===== src/stl_pkg.sv =====
// Shared types, token codes and keyword tables for the source text lexer.
`timescale 1ns / 1ps

package stl_pkg;

    localparam int NUMBER_BITS_DEF   = 63;
    localparam int KEYWORD_CHARS_DEF = 6;
    localparam int VALUE_W           = 63;
    localparam int QUEUE_DEPTH       = 4;
    localparam int KW_COUNT          = 9;
    localparam int KW_MAX_LEN        = 6;

    localparam logic [1:0] ITEM_LEXEME = 2'd0;
    localparam logic [1:0] ITEM_TOKEN  = 2'd1;
    localparam logic [1:0] ITEM_ERROR  = 2'd2;

    localparam logic [1:0] ERR_BAD_CHAR   = 2'd0;
    localparam logic [1:0] ERR_LONE_BANG  = 2'd1;
    localparam logic [1:0] ERR_OPEN_STRING = 2'd2;

    localparam logic [4:0] K_EOF      = 5'd0;
    localparam logic [4:0] K_NUMBER   = 5'd1;
    localparam logic [4:0] K_STRING   = 5'd2;
    localparam logic [4:0] K_IDENT    = 5'd3;
    localparam logic [4:0] K_KEYWORD0 = 5'd4;
    localparam logic [4:0] K_ASSIGN   = 5'd13;
    localparam logic [4:0] K_EQ       = 5'd14;
    localparam logic [4:0] K_PLUS     = 5'd15;
    localparam logic [4:0] K_MINUS    = 5'd16;
    localparam logic [4:0] K_STAR     = 5'd17;
    localparam logic [4:0] K_SLASH    = 5'd18;
    localparam logic [4:0] K_LPAREN   = 5'd19;
    localparam logic [4:0] K_RPAREN   = 5'd20;
    localparam logic [4:0] K_SEMI     = 5'd21;
    localparam logic [4:0] K_GT       = 5'd22;
    localparam logic [4:0] K_GE       = 5'd23;
    localparam logic [4:0] K_LT       = 5'd24;
    localparam logic [4:0] K_LE       = 5'd25;
    localparam logic [4:0] K_NE       = 5'd26;

    localparam logic [1:0] PEND_ASSIGN = 2'd0;
    localparam logic [1:0] PEND_GT     = 2'd1;
    localparam logic [1:0] PEND_LT     = 2'd2;
    localparam logic [1:0] PEND_BANG   = 2'd3;

    localparam logic [4:0] OP_SINGLE [4] = '{K_ASSIGN, K_GT, K_LT, K_EOF};
    localparam logic [4:0] OP_DOUBLE [4] = '{K_EQ, K_GE, K_LE, K_NE};

    localparam logic [7:0] KW_TEXT [KW_COUNT][KW_MAX_LEN] = '{
        '{"I", "F", 8'h00, 8'h00, 8'h00, 8'h00},
        '{"T", "H", "E", "N", 8'h00, 8'h00},
        '{"L", "A", "B", "E", "L", 8'h00},
        '{"G", "O", "T", "O", 8'h00, 8'h00},
        '{"L", "E", "T", 8'h00, 8'h00, 8'h00},
        '{"A", "R", "R", "A", "Y", 8'h00},
        '{"S", "T", "R", "I", "N", "G"},
        '{"S", "E", "T", 8'h00, 8'h00, 8'h00},
        '{"P", "R", "I", "N", "T", 8'h00}
    };
    localparam logic [2:0] KW_LEN [KW_COUNT] = '{
        3'd2, 3'd4, 3'd5, 3'd4, 3'd3, 3'd5, 3'd6, 3'd3, 3'd5
    };

    typedef enum logic [6:0] {
        MODE_IDLE     = 7'b0000001,
        MODE_IDENT    = 7'b0000010,
        MODE_NUMBER   = 7'b0000100,
        MODE_STRING   = 7'b0001000,
        MODE_ESCAPE   = 7'b0010000,
        MODE_OPERATOR = 7'b0100000,
        MODE_ERROR    = 7'b1000000
    } mode_t;

    typedef struct packed {
        logic [1:0]         item_type;
        logic [4:0]         token_kind;
        logic [7:0]         text_byte;
        logic [VALUE_W-1:0] number_value;
        logic [1:0]         error_code;
    } item_t;

    typedef struct packed {
        logic [1:0] count;
        item_t      item0;
        item_t      item1;
    } res_t;

    typedef struct packed {
        item_t item;
        logic  last;
    } entry_t;

    function automatic item_t mk_token(input logic [4:0] kind,
                                       input logic [VALUE_W-1:0] value);
        item_t it;
        it              = '0;
        it.item_type    = ITEM_TOKEN;
        it.token_kind   = kind;
        it.number_value = value;
        return it;
    endfunction

    function automatic item_t mk_lexeme(input logic [4:0] kind, input logic [7:0] ch);
        item_t it;
        it            = '0;
        it.item_type  = ITEM_LEXEME;
        it.token_kind = kind;
        it.text_byte  = ch;
        return it;
    endfunction

    function automatic item_t mk_error(input logic [1:0] code);
        item_t it;
        it            = '0;
        it.item_type  = ITEM_ERROR;
        it.error_code = code;
        return it;
    endfunction

endpackage


===== src/stl_core.sv =====
// Lexer state and the per-byte step that produces up to two result items.
`timescale 1ns / 1ps

module stl_core #(
    parameter int NUMBER_BITS   = stl_pkg::NUMBER_BITS_DEF,
    parameter int KEYWORD_CHARS = stl_pkg::KEYWORD_CHARS_DEF
) (
    input  logic          clk,
    input  logic          rst_n,
    input  logic          step,
    input  logic [7:0]    src_byte,
    input  logic          eoi,
    output stl_pkg::res_t res
);
    import stl_pkg::*;

    localparam int LEN_W = $clog2(KEYWORD_CHARS + 2);
    localparam logic [NUMBER_BITS-1:0] NUM_MAX = '1;

    mode_t                  mode_reg, mode_next;
    logic [1:0]             pend_reg, pend_next;
    logic [LEN_W-1:0]       len_reg, len_next;
    logic [NUMBER_BITS-1:0] acc_reg, acc_next;
    logic                   any_reg, any_next;
    logic                   semi_reg, semi_next;
    logic [7:0]             kw_chars_reg [KEYWORD_CHARS];

    logic                   kw_we;
    logic [LEN_W-1:0]       kw_idx;
    logic [7:0]             kw_data;
    logic [7:0]             upper;
    logic [4:0]             ident_kind;
    logic                   flush_has;
    logic [4:0]             flush_kind;
    logic                   go_idle;
    logic [1:0]             cnt;
    item_t                  slot [2];

    function automatic logic [NUMBER_BITS-1:0] num_add(input logic [NUMBER_BITS-1:0] a,
                                                       input logic [3:0] d);
        logic [NUMBER_BITS+3:0] w;
        w = {1'b0, a, 3'b000} + {3'b000, a, 1'b0} + (NUMBER_BITS+4)'(d);
        if (w > {4'b0000, NUM_MAX})
            return NUM_MAX;
        return w[NUMBER_BITS-1:0];
    endfunction

    assign upper = (src_byte >= "a" && src_byte <= "z") ? src_byte - 8'd32 : src_byte;

    always_comb
    begin
        logic hit;
        ident_kind = K_IDENT;
        for (int k = KW_COUNT - 1; k >= 0; k--)
        begin
            hit = (len_reg == LEN_W'(KW_LEN[k]));
            for (int j = 0; j < KW_MAX_LEN; j++)
            begin
                if (j < int'(KW_LEN[k]) && kw_chars_reg[j] != KW_TEXT[k][j])
                    hit = 1'b0;
            end
            if (hit)
                ident_kind = K_KEYWORD0 + 5'(k);
        end
    end

    always_comb
    begin
        flush_has  = 1'b1;
        flush_kind = K_NUMBER;
        unique case (mode_reg)
            MODE_IDENT:    flush_kind = ident_kind;
            MODE_NUMBER:   flush_kind = K_NUMBER;
            MODE_OPERATOR: flush_kind = OP_SINGLE[pend_reg];
            default:       flush_has  = 1'b0;
        endcase
    end

    always_comb
    begin
        mode_next = mode_reg;
        pend_next = pend_reg;
        len_next  = len_reg;
        acc_next  = acc_reg;
        any_next  = any_reg;
        semi_next = semi_reg;
        kw_we     = 1'b0;
        kw_idx    = len_reg;
        kw_data   = upper;
        go_idle   = 1'b0;
        cnt       = 2'd0;
        slot[0]   = '0;
        slot[1]   = '0;

        if (step && eoi)
        begin
            if (mode_reg == MODE_ERROR)
            begin
                cnt = 2'd0;
            end
            else if (mode_reg == MODE_STRING || mode_reg == MODE_ESCAPE)
            begin
                slot[0] = mk_error(ERR_OPEN_STRING);
                cnt     = 2'd1;
            end
            else if (mode_reg == MODE_OPERATOR && pend_reg == PEND_BANG)
            begin
                slot[0] = mk_error(ERR_LONE_BANG);
                cnt     = 2'd1;
            end
            else
            begin
                if (flush_has)
                begin
                    slot[0] = mk_token(flush_kind, VALUE_W'(acc_reg)
                                       & {VALUE_W{flush_kind == K_NUMBER}});
                    cnt = 2'd1;
                end
                slot[cnt[0]] = mk_token(K_EOF, '0);
                cnt          = cnt + 2'd1;
            end
            mode_next = MODE_IDLE;
            pend_next = PEND_ASSIGN;
            len_next  = '0;
            acc_next  = '0;
            any_next  = 1'b0;
            semi_next = 1'b0;
        end
        else if (step)
        begin
            unique case (mode_reg)
                MODE_ERROR:
                begin
                    cnt = 2'd0;
                end
                MODE_STRING:
                begin
                    if (src_byte == "\"")
                    begin
                        mode_next = MODE_IDLE;
                        slot[0]   = mk_token(K_STRING, '0);
                        cnt       = 2'd1;
                        any_next  = 1'b1;
                        semi_next = 1'b0;
                    end
                    else if (src_byte == "\\")
                    begin
                        mode_next = MODE_ESCAPE;
                    end
                    else
                    begin
                        slot[0] = mk_lexeme(K_STRING, src_byte);
                        cnt     = 2'd1;
                    end
                end
                MODE_ESCAPE:
                begin
                    mode_next = MODE_STRING;
                    slot[0]   = mk_lexeme(K_STRING, (src_byte == "n") ? 8'd10 :
                                                    (src_byte == "t") ? 8'd9 : src_byte);
                    cnt       = 2'd1;
                end
                MODE_OPERATOR:
                begin
                    if (src_byte == "=")
                    begin
                        mode_next = MODE_IDLE;
                        slot[0]   = mk_token(OP_DOUBLE[pend_reg], '0);
                        cnt       = 2'd1;
                        any_next  = 1'b1;
                        semi_next = 1'b0;
                    end
                    else if (pend_reg == PEND_BANG)
                    begin
                        mode_next = MODE_ERROR;
                        slot[0]   = mk_error(ERR_LONE_BANG);
                        cnt       = 2'd1;
                    end
                    else
                    begin
                        slot[0]   = mk_token(flush_kind, '0);
                        cnt       = 2'd1;
                        any_next  = 1'b1;
                        semi_next = 1'b0;
                        go_idle   = 1'b1;
                    end
                end
                MODE_IDENT:
                begin
                    if ((src_byte >= "A" && src_byte <= "Z") ||
                        (src_byte >= "a" && src_byte <= "z") ||
                        (src_byte >= "0" && src_byte <= "9") || src_byte == "_")
                    begin
                        kw_we   = (len_reg < LEN_W'(KEYWORD_CHARS));
                        if (len_reg < LEN_W'(KEYWORD_CHARS + 1))
                            len_next = len_reg + LEN_W'(1);
                        slot[0] = mk_lexeme(K_IDENT, src_byte);
                        cnt     = 2'd1;
                    end
                    else
                    begin
                        slot[0]   = mk_token(ident_kind, '0);
                        cnt       = 2'd1;
                        any_next  = 1'b1;
                        semi_next = 1'b0;
                        go_idle   = 1'b1;
                    end
                end
                MODE_NUMBER:
                begin
                    if (src_byte >= "0" && src_byte <= "9")
                    begin
                        acc_next = num_add(acc_reg, src_byte[3:0]);
                        slot[0]  = mk_lexeme(K_NUMBER, src_byte);
                        cnt      = 2'd1;
                    end
                    else
                    begin
                        slot[0]   = mk_token(K_NUMBER, VALUE_W'(acc_reg));
                        cnt       = 2'd1;
                        any_next  = 1'b1;
                        semi_next = 1'b0;
                        go_idle   = 1'b1;
                    end
                end
                default:
                begin
                    go_idle = 1'b1;
                end
            endcase

            if (go_idle)
            begin
                mode_next = MODE_IDLE;
                case (src_byte) inside
                    8'h20, 8'h09, 8'h0D:
                    begin
                        cnt = cnt;
                    end
                    8'h0A:
                    begin
                        if (any_next && !semi_next)
                        begin
                            slot[cnt[0]] = mk_token(K_SEMI, '0);
                            cnt          = cnt + 2'd1;
                            semi_next    = 1'b1;
                        end
                    end
                    "\"":
                    begin
                        mode_next = MODE_STRING;
                    end
                    "=":
                    begin
                        pend_next = PEND_ASSIGN;
                        mode_next = MODE_OPERATOR;
                    end
                    ">":
                    begin
                        pend_next = PEND_GT;
                        mode_next = MODE_OPERATOR;
                    end
                    "<":
                    begin
                        pend_next = PEND_LT;
                        mode_next = MODE_OPERATOR;
                    end
                    "!":
                    begin
                        pend_next = PEND_BANG;
                        mode_next = MODE_OPERATOR;
                    end
                    "+", "-", "*", "/", "(", ")", ";":
                    begin
                        slot[cnt[0]] = mk_token(
                            (src_byte == "+") ? K_PLUS   :
                            (src_byte == "-") ? K_MINUS  :
                            (src_byte == "*") ? K_STAR   :
                            (src_byte == "/") ? K_SLASH  :
                            (src_byte == "(") ? K_LPAREN :
                            (src_byte == ")") ? K_RPAREN : K_SEMI, '0);
                        cnt       = cnt + 2'd1;
                        any_next  = 1'b1;
                        semi_next = (src_byte == ";");
                    end
                    [8'h30:8'h39]:
                    begin
                        mode_next    = MODE_NUMBER;
                        acc_next     = num_add('0, src_byte[3:0]);
                        slot[cnt[0]] = mk_lexeme(K_NUMBER, src_byte);
                        cnt          = cnt + 2'd1;
                    end
                    [8'h41:8'h5A], [8'h61:8'h7A]:
                    begin
                        mode_next    = MODE_IDENT;
                        kw_we        = 1'b1;
                        kw_idx       = '0;
                        len_next     = LEN_W'(1);
                        slot[cnt[0]] = mk_lexeme(K_IDENT, src_byte);
                        cnt          = cnt + 2'd1;
                    end
                    default:
                    begin
                        mode_next    = MODE_ERROR;
                        slot[cnt[0]] = mk_error(ERR_BAD_CHAR);
                        cnt          = cnt + 2'd1;
                    end
                endcase
            end
        end
    end

    assign res.count = cnt;
    assign res.item0 = slot[0];
    assign res.item1 = slot[1];

    always_ff @(posedge clk or negedge rst_n)
    begin
        if (!rst_n)
        begin
            mode_reg <= MODE_IDLE;
            pend_reg <= PEND_ASSIGN;
            len_reg  <= '0;
            acc_reg  <= '0;
            any_reg  <= 1'b0;
            semi_reg <= 1'b0;
        end
        else
        begin
            mode_reg <= mode_next;
            pend_reg <= pend_next;
            len_reg  <= len_next;
            acc_reg  <= acc_next;
            any_reg  <= any_next;
            semi_reg <= semi_next;
        end
    end

    always_ff @(posedge clk)
    begin
        for (int i = 0; i < KEYWORD_CHARS; i++)
        begin
            if (kw_we && kw_idx == LEN_W'(i))
                kw_chars_reg[i] <= kw_data;
        end
    end

    a_eoi_resets: assert property (@(posedge clk) disable iff (!rst_n)
        step && eoi |=> mode_reg == MODE_IDLE && !any_reg && !semi_reg)
        else $error("end of input did not return the lexer to idle");

    a_error_silent: assert property (@(posedge clk) disable iff (!rst_n)
        mode_reg == MODE_ERROR && step && !eoi |-> res.count == 2'd0)
        else $error("results produced while in sticky error");

    a_error_sticks: assert property (@(posedge clk) disable iff (!rst_n)
        mode_reg == MODE_ERROR && !(step && eoi) |=> mode_reg == MODE_ERROR)
        else $error("sticky error left before end of input");

    a_no_step_no_result: assert property (@(posedge clk) disable iff (!rst_n)
        !step |-> res.count == 2'd0)
        else $error("results produced without a step");

endmodule


===== src/source_text_lexer.sv =====
// Top level of the source text lexer: input register, lexer core, result queue.
`timescale 1ns / 1ps

// Streaming lexer. Source bytes arrive on the s_axis channel, one per transfer;
// s_axis_tlast marks end of input (the data byte of that transfer is ignored),
// which flushes any pending token, emits end-of-file (or an error item for an
// open string or lone '!'; none in the error state) and starts a new stream.
// Results leave on the m_axis channel: tuser gives the item type (lexeme byte,
// token or error), tdata the token kind, text byte, number value and error
// code, and tlast marks the last result caused by one input transfer.
// An accepted byte is registered, then stepped through the lexer into a
// four-entry result queue, from which its results are presented.
// Throughput: one byte per cycle while results are taken every cycle; the
// output port moves one result per cycle, so bytes that cause two results
// (a pending token ended by a byte that yields its own result) cost an extra
// output transfer.
// The core steps only when the queue has room for two results, so a stalled
// receiver fills the queue and then holds s_axis_tready low; nothing is lost.
// Reset clears the lexer state and empties the queue.

module source_text_lexer #(
    parameter int NUMBER_BITS   = stl_pkg::NUMBER_BITS_DEF,
    parameter int KEYWORD_CHARS = stl_pkg::KEYWORD_CHARS_DEF
) (
    input  logic        clk,
    input  logic        rst_n,
    input  logic        s_axis_tvalid,
    output logic        s_axis_tready,
    input  logic [7:0]  s_axis_tdata,   // [7:0] source_byte
    input  logic        s_axis_tlast,
    output logic        m_axis_tvalid,
    input  logic        m_axis_tready,
    output logic [79:0] m_axis_tdata,   // [4:0] token_kind, [12:5] text_byte,
                                        // [75:13] number_value, [77:76] error_code
    output logic [1:0]  m_axis_tuser,   // [1:0] item_type
    output logic        m_axis_tlast
);
    import stl_pkg::*;

    localparam int PTR_W = $clog2(QUEUE_DEPTH);
    localparam int CNT_W = $clog2(QUEUE_DEPTH + 1);

    logic             in_valid_reg;
    logic [7:0]       in_byte_reg;
    logic             in_eoi_reg;
    logic             step;
    res_t             res;
    entry_t           queue_reg [QUEUE_DEPTH];
    entry_t           head;
    logic [PTR_W-1:0] wr_ptr_reg, wr_ptr_next;
    logic [PTR_W-1:0] rd_ptr_reg, rd_ptr_next;
    logic [CNT_W-1:0] count_reg, count_next;
    logic             pop;

    assign step          = in_valid_reg && (count_reg <= CNT_W'(QUEUE_DEPTH - 2));
    assign s_axis_tready = !in_valid_reg || step;

    always_ff @(posedge clk or negedge rst_n)
    begin
        if (!rst_n)
            in_valid_reg <= 1'b0;
        else if (s_axis_tready)
            in_valid_reg <= s_axis_tvalid;
    end

    always_ff @(posedge clk)
    begin
        if (s_axis_tready && s_axis_tvalid)
        begin
            in_byte_reg <= s_axis_tdata;
            in_eoi_reg  <= s_axis_tlast;
        end
    end

    stl_core #(
        .NUMBER_BITS   (NUMBER_BITS),
        .KEYWORD_CHARS (KEYWORD_CHARS)
    ) u_core (
        .clk      (clk),
        .rst_n    (rst_n),
        .step     (step),
        .src_byte (in_byte_reg),
        .eoi      (in_eoi_reg),
        .res      (res)
    );

    assign head          = queue_reg[rd_ptr_reg];
    assign m_axis_tvalid = (count_reg != '0);
    assign pop           = m_axis_tvalid && m_axis_tready;
    assign m_axis_tuser  = head.item.item_type;
    assign m_axis_tlast  = head.last;
    assign m_axis_tdata  = {2'b00, head.item.error_code, head.item.number_value,
                            head.item.text_byte, head.item.token_kind};

    assign wr_ptr_next = wr_ptr_reg + PTR_W'(res.count);
    assign rd_ptr_next = rd_ptr_reg + PTR_W'(pop);
    assign count_next  = count_reg + CNT_W'(res.count) - CNT_W'(pop);

    always_ff @(posedge clk or negedge rst_n)
    begin
        if (!rst_n)
        begin
            wr_ptr_reg <= '0;
            rd_ptr_reg <= '0;
            count_reg  <= '0;
        end
        else
        begin
            wr_ptr_reg <= wr_ptr_next;
            rd_ptr_reg <= rd_ptr_next;
            count_reg  <= count_next;
        end
    end

    always_ff @(posedge clk)
    begin
        if (res.count != 2'd0)
        begin
            queue_reg[wr_ptr_reg].item <= res.item0;
            queue_reg[wr_ptr_reg].last <= (res.count == 2'd1);
        end
        if (res.count == 2'd2)
        begin
            queue_reg[wr_ptr_reg + PTR_W'(1)].item <= res.item1;
            queue_reg[wr_ptr_reg + PTR_W'(1)].last <= 1'b1;
        end
    end

    a_queue_bound: assert property (@(posedge clk) disable iff (!rst_n)
        count_reg <= CNT_W'(QUEUE_DEPTH))
        else $error("result queue overflow");

    a_results_show: assert property (@(posedge clk) disable iff (!rst_n)
        res.count != 2'd0 |=> m_axis_tvalid)
        else $error("queued results not presented");

    a_input_held: assert property (@(posedge clk) disable iff (!rst_n)
        in_valid_reg && !step |=> in_valid_reg && $stable(in_byte_reg)
                                  && $stable(in_eoi_reg))
        else $error("registered input lost while waiting for queue room");

endmodule

===== config.mk =====
export PLATFORM = sky130hd
export DESIGN_NAME = source_text_lexer
export DESIGN_NICKNAME = d
export VERILOG_FILES = /design/src/stl_pkg.sv /design/src/stl_core.sv /design/src/source_text_lexer.sv
export SDC_FILE = /design/constraint.sdc
export NUM_CORES = 1
export LEC_CHECK = 0
export ABC_AREA = 1
export CORE_MARGIN = 2
export CORE_UTILIZATION = 70
export DETAILED_ROUTE_END_ITERATION = 6
export DONT_BUFFER_PORTS = 1
export HOLD_SLACK_MARGIN = 0.03
export PLACE_DENSITY_LB_ADDON = 0.3
export SETUP_SLACK_MARGIN = 0.05
export SKIP_CTS_REPAIR_TIMING = 1
export SYNTH_ARGS = -nofsm -noshare
export SYNTH_HDL_FRONTEND = slang
export SYNTH_SLANG_ARGS = --single-unit

===== constraint.sdc =====
create_clock -name clk -period 9.8 [get_ports clk]
set_clock_uncertainty 0.15 [all_clocks]
set_input_delay 0.49 -clock clk [delete_from_list [all_inputs] [get_ports clk]]
set_output_delay 0.49 -clock clk [all_outputs]
set_load 0.05 [all_outputs]

==> flow_summary_export.csv, run 1 <==
group,metric,value,unit
place,dp_hpwl,62100,µm
setup_path,critPathCaptureType,"flop",
cells_and_area,fin_nets,3947,
hold_path,hold_class,"primary input to flop",
clocking,clock_path_buffers,3,
synthesis,syn_inst,3861,
setup_path,r2r_cells,22,
sta,fin_crit_sh,70.5,%
route,ant_nets,0,
synthesis,synthArstFlopShare,18.2,%
grt,grt_pass1_wl,143000,µm
setup_path,cp_max_fo,69,
power_and_ir_drop,power_leakage,0.0133,µW
clocking,cts-buffers-inserted,46,
synthesis,synthAdderAreaFrac,6.29,%
route,met1_length,35900,µm
run,max_cap_violations,0,
route,top_layer,"met5",
cells_and_area,final-instance-count-excl-fill,4362,
die,num_rows,75,
route,wl_met2,41700,µm
route,wl_met3,11800,µm
place,place_ws,3.09,ns
sta,slew_violations,0,
synthesis,synth.distinct_cells,56,
die,die_w,210,µm
run_status,status,"finished, final reports clean",
synthesis,synth_simple_gate_area_share,27.0,%
synthesis,syn_avg_cell_area,7.72,µm²
synthesis,syn_area,0.0298,mm²
sta,max-slew-margin-rel,14.0,%
die,initial_core_util,71.0,%
sta,grt_setup_unrepaired,"no",
route,drtIter0Drc,4190,
grt,antenna_found_initial,3,
cells_and_area,largest_reg_flops,324,
setup_path,path_common_cell,"nand2_1",
die,core_area,0.0419,mm²
hold_path,whs_path_depth,2,
grt,grt_start_max_net_pins,117,
setup_path,slowest_delay,0.96,ns
setup_path,cpMaxStageDelayCell,"nand2_4",
setup_path,r2r_slack,2.89,ns
clocking,clkTransAtPathRegs,0.06,ns
sta,setup_ws,2.89,ns
die,io_pins,98,
route,drt_pre_antenna_iters,7,
hold_path,min_to,"rd_ptr_reg[0]",
grt,first_global_vias,25773,
sta,fin_tns_setup,0,ns
setup_path,crit_arrival,7.00,ns
place,gp_congestion,1.04,
synthesis,synth_xor_area_share,1.50,%
place,post-place-cells,4265,
route,wl,92700,µm
setup_path,worstSetupPathType,"flop to flop",
die,dieArea,0.0442,mm²
sta,finalSetupViolations,0,
hold_path,hp-start,"m_axis_tready",
route,drc_errors,0,
sta,hold_viol,0,
grt,grt_overflow,0,
setup_path,cp.required,9.89,ns
grt,grt_usage,41.4,%
synthesis,synth_edf_count,377,
place,io_buffers,0,
cells_and_area,fin_util,75.8,%
synthesis,yosysWarnings,0,
route,viasPerCell,6.39,
synthesis,ys_seq_area_share,45.4,%
setup_path,worstReg2RegStart,"in_byte_reg[4]",
synthesis,synth.area.mux_share,0,%
cells_and_area,drive_above_1_share,4.34,%
sta,worst_pin_slew,1.31,ns
synthesis,synth_top_family_by_area,"simple AND/OR/NAND/NOR gates",
route,post_drt_wl_per_cell,21.3,µm
cells_and_area,synthToLayoutAreaGrowth,6.68,%
clocking,cts_tree,"done",
clocking,numClockSinks,466,
power_and_ir_drop,powerDensity,335,mW/mm²
route,num_vias,27886,
die,die_height,210,µm
synthesis,synth_compound_area_share,12.3,%
setup_path,rr_endpoint,"queue_reg[0][45]",
cells_and_area,antenna_cells,0,
clocking,cts_root_buf,"clkbuf_16",
sta,period_minus_slack,6.91,ns
power_and_ir_drop,peakVddDrop,0.000253,V
clocking,clkLatencyLatePin,0.61,ns
sta,fmax,145,MHz
clocking,h-tree-depth,2,
setup_path,cp_cell_sequence,"nand2_1 > nor2_4 > nand2_1 > nand2_1 > o21ai_4 > nand2_1 > inv_1 > nor2_1 > nand2_1 > nand2_1 > o21ai_1 > ha_1 > or2_2 > nand2_1 > a21oi_1 > nand3_2 > nand2_2 > inv_2 > nand3_2 > nand2_4 > nand2_4 > buf_4",
synthesis,ys_ff_latch,466,
setup_path,startpoint_type,"flop",
synthesis,synth_flop_cell,"edfxtp_1",
per-layer routing:
metal	global-route usage (%)	vias to the layer above
met5	0	-
met4	13.4	6
met3	9.04	292
met2	65.2	1937
met1	57.6	12900
li1	-	12751
critical path: cells and delay by family, from the launching register on:
family	cells	cell delay, ns
AOI/OAI and AO/OA	3	0.37
DFF	1	0.70
buffers and inverters	3	0.85
and+or+nand+nor	15	4.16
adders and majority gates	1	0.21
power breakdown:
part           switching, µW  leakage, µW  internal [µW]
combinational           4150      0.00779           1330
clock                    805     0.000779           1120
sequential               490      0.00469           2760
placed cells by master, fill, tap and decap left out, types with 7 or more instances in the layout:
cell	instances
buf_4	34
nor2_1	725
o21bai_1	9
clkbuf_16	46
xnor2_1	36
nor3_1	50
dlygate4sd3_1	11
a21oi_1	199
clkbuf_1	7
nand4_1	62
inv_1	369
o21ai_0	347
bufinv_16	9
dfrtp_1	82
nand2_4	8
nand2_2	7
edfxtp_1	377
nor4_1	9
inv_2	13
ha_1	145
clkinv_1	12
nand3_1	229
o22ai_1	92
xor2_1	15
nand2_1	830
synth_stat cells, drive strengths merged, types with 6 or more instances:
library cell  number  share of area, %
o21bai             9              0.23
a21oi            199               3.3
xor2              15              0.44
nor3              52              0.91
nand4             64               1.4
xnor2             36               1.1
nand3            233               4.0
nor4               9              0.19
o21ai            354               6.0
inv              383               4.8
o22ai             92               1.9
ha               145               6.1
nand2            845                11
edfxtp           377                38
nor2             738               9.5
clkbuf           104               1.3
buf               66               1.2
a21o               6              0.15
dfrtp             84               7.1
cell type report:
| cell class | count | area, µm² |
|---|---|---|
| Multi-Input combinational cell | 2840 | 14100 |
| Sequential cell | 466 | 13500 |
| Fill cell | 2988 | 10200 |
| Inverter | 386 | 1450 |
| Clock buffer | 54 | 1190 |
| Tap cell | 539 | 674 |
| Clock inverter | 31 | 412 |
| Timing Repair Buffer | 46 | 393 |
cells by family (layout without fill, tap and decap cells):
| group | Yosys count | in the layout |
|---|---|---|
| other cells | 1 | 2 |
| flops | 466 | 466 |
| fa+ha+maj | 148 | 148 |
| simple gates | 1953 | 1953 |
| xor+xnor | 51 | 51 |
| buf+inv | 556 | 517 |
| compound gates | 686 | 686 |
worst max path at each step:
stage,startpoint,end,slack [ns],cells past startpoint
after global placement,in_byte_reg[3],queue_reg[0][48],3.20,22
after global routing,in_byte_reg[3],queue_reg[0][49],2.39,22
final,in_byte_reg[4],queue_reg[0][45],2.89,22
after floorplan,in_byte_reg[2],queue_reg[3][10],4.30,25
after CTS,in_byte_reg[4],queue_reg[0][53],3.03,20
after detailed placement,in_byte_reg[4],queue_reg[0][47],3.09,22
stage by stage:
| step | area [µm²] | hold slack (ns) | total power, µW |
|---|---|---|---|
| 5_1_grt | 31800 | 0.220 | 11200 |
| 3_5_place_dp | 30000 | 0.0509 | 8540 |
| 3_3_place_gp | 30000 | 0.0493 | 8400 |
| 6_report | 31800 | 0.187 | 10700 |
| 2_1_floorplan | 29800 | 0.0444 | 7310 |
| 4_1_cts | 31600 | -0.584 | 10500 |
Note: power is estimated with default switching activity, not from simulation.
==> run 2, diff against run 1 <==
CORE_UTILIZATION = 59   (was 70)
clock period = 5.7 ns   (was 9.8 ns; I/O delays follow)
==> flow_summary_export.csv, run 2 (synthesis results as in run 1) <==
group,metric,value,unit
run_status,status,"finished, final reports clean",
setup_path,worstSetupPathType,"flop to flop",
run,max_cap_violations,0,
clocking,cts-buffers-inserted,48,
grt,grt_usage,33.7,%
die,num_rows,82,
power_and_ir_drop,p_clk_share,18.1,%
setup_path,cpMaxStageDelayCell,"edfxtp_1",
sta,slew_violations,0,
clocking,clkLatencyLatePin,0.63,ns
hold_path,hold_class,"primary input to asynchronous set/reset pin",
sta,fin_crit_sh,87.3,%
cells_and_area,fill_cells,4226,
cells_and_area,synthToLayoutAreaGrowth,9.18,%
power_and_ir_drop,pwr-share-comb,52.0,%
power_and_ir_drop,swShare,50.2,%
place,gp_congestion,1.04,
sta,setup_ws,0.723,ns
setup_path,slowest_delay,0.64,ns
cells_and_area,largest_reg_flops,324,
setup_path,crit_arrival,5.18,ns
cells_and_area,seqCellArea,0.0135,mm²
route,viasPerCell,5.87,
sta,fin_tns_setup,0,ns
sta,max-slew-margin-rel,12.9,%
setup_path,startpoint_type,"flop",
grt,grt_pass1_wl,140000,µm
place,io_buffers,0,
sta,hold_viol,0,
die,io_pins,98,
sta,grt_setup_unrepaired,"no",
cells_and_area,multi_input_area,0.0141,mm²
power_and_ir_drop,peakVddDrop,0.000327,V
power_and_ir_drop,p_seq_share,29.9,%
cells_and_area,final_cell_mix,"nand2_1, nor2_1, edfxtp_1",
power_and_ir_drop,power_leakage,0.0136,µW
place,dp_hpwl,62200,µm
cells_and_area,fin_nets,3987,
place,place_ws,0.843,ns
die,die_height,229,µm
cells_and_area,drive_above_1_share,5.46,%
sta,period_minus_slack,4.98,ns
die,dieArea,0.0523,mm²
die,die_w,229,µm
clocking,clock_path_buffers,3,
clocking,cts_tree,"done",
power_and_ir_drop,power.switching,9280,µW
route,num_vias,26659,
route,post_drt_wl_per_cell,19.6,µm
clocking,clkTransAtPathRegs,0.06,ns
sta,worst_pin_slew,1.33,ns
die,core_area,0.0500,mm²
clocking,cts_root_buf,"clkbuf_16",
grt,grt_start_max_net_pins,90,
route,drc_errors,0,
setup_path,critPathCaptureType,"flop",
sta,finalSetupViolations,0,
route,wl,89100,µm
grt,grt_overflow,0,
route,ant_nets,0,
route,drt_pre_antenna_iters,6,
setup_path,cp_max_fo,68,
sta,hold_ws,0.114,ns
sta,fmax,201,MHz
power_and_ir_drop,power,18500,µW
power_and_ir_drop,powerDensity,568,mW/mm²
die,initial_core_util,59.6,%
setup_path,crit_family,"simple AND/OR/NAND/NOR gates",
cells_and_area,antenna_cells,0,
setup_path,worst-path-buf-inv,4,
setup_path,cp.required,5.90,ns
cells_and_area,fin_util,65.1,%
clocking,numClockSinks,466,
grt,first_global_vias,24716,
setup_path,path_common_cell,"nand2_1",
clocking,h-tree-depth,2,
route,drtIter0Drc,3089,
cells_and_area,final_common_cell,"nand2_1",
grt,antenna_found_initial,1,
power_and_ir_drop,p_int,9200,µW
==> run 2: cell count changes in the layout (fill, tap and decap cells not counted), moves of 4 or more <==
cell,change
buf_12,+15
buf_4,+22
clkbuf_1,+5
clkbuf_8,+4
clkinv_1,-8
==> run 2: path summary, 6_finish.rpt <==
kind / start / endpoint / slack (ns) / cells past startpoint
worst max-delay path: in_byte_reg[2] / queue_reg[3][76] / 0.72 / 25
worst min-delay path: rst_n / u_core.acc_reg[56] / 0.11 / 2
worst max register to register: in_byte_reg[2] / queue_reg[3][76] / 0.72 / 25
worst min register to register: queue_reg[2][0] / queue_reg[2][0] / 0.30 / 2
max in group asynchronous: rst_n / rd_ptr_reg[0] / 4.86 / 2
min in group clk: s_axis_tdata[7] / in_byte_reg[7] / 0.16 / 1
==> run 2: area by class of cell <==
class	instances	share of cell area, %
well taps	672	2.58
clock buffers	66	4.12
flip-flops and latches	466	41.6
clock inverters	24	1.12
repair buffers	84	2.67
inverters	386	4.47
multi-input cells	2840	43.4
==> run 2: worst reg2reg max path: cells and delay by family, from the launching register on <==
family	cells	cell delay, ns
compound gates	2	0.23
fa+ha+maj	1	0.29
buf+inv	4	0.81
flops	1	0.64
simple gates	18	2.61
==> run 2: per-layer routing <==
layer	GRT usage [%]	vias up	part of all wire [%]
li1	-	12855	-
met5	0	-	0.017
met2	52.7	1181	45
met3	5.73	148	9.3
met1	48.7	12473	43
met4	9.17	2	2.5
==> run 2: per-stage QoR <==
stage          cells  cell area, µm²
5_1_grt         4538           32500
3_3_place_gp    4435           30700
3_5_place_dp    4435           30700
2_1_floorplan   3862           29800
4_1_cts         4525           32400
6_report        4538           32500
==> run 2: power by group through the flow <==
stage	Clock, µW	Combinational, µW	Sequential, µW
final	3340	9610	5530
after global routing	3510	10500	5610
after CTS	3370	9530	5490
after detailed placement	0	9480	5550
after global placement	0	9370	5520
after floorplan	0	7350	5230
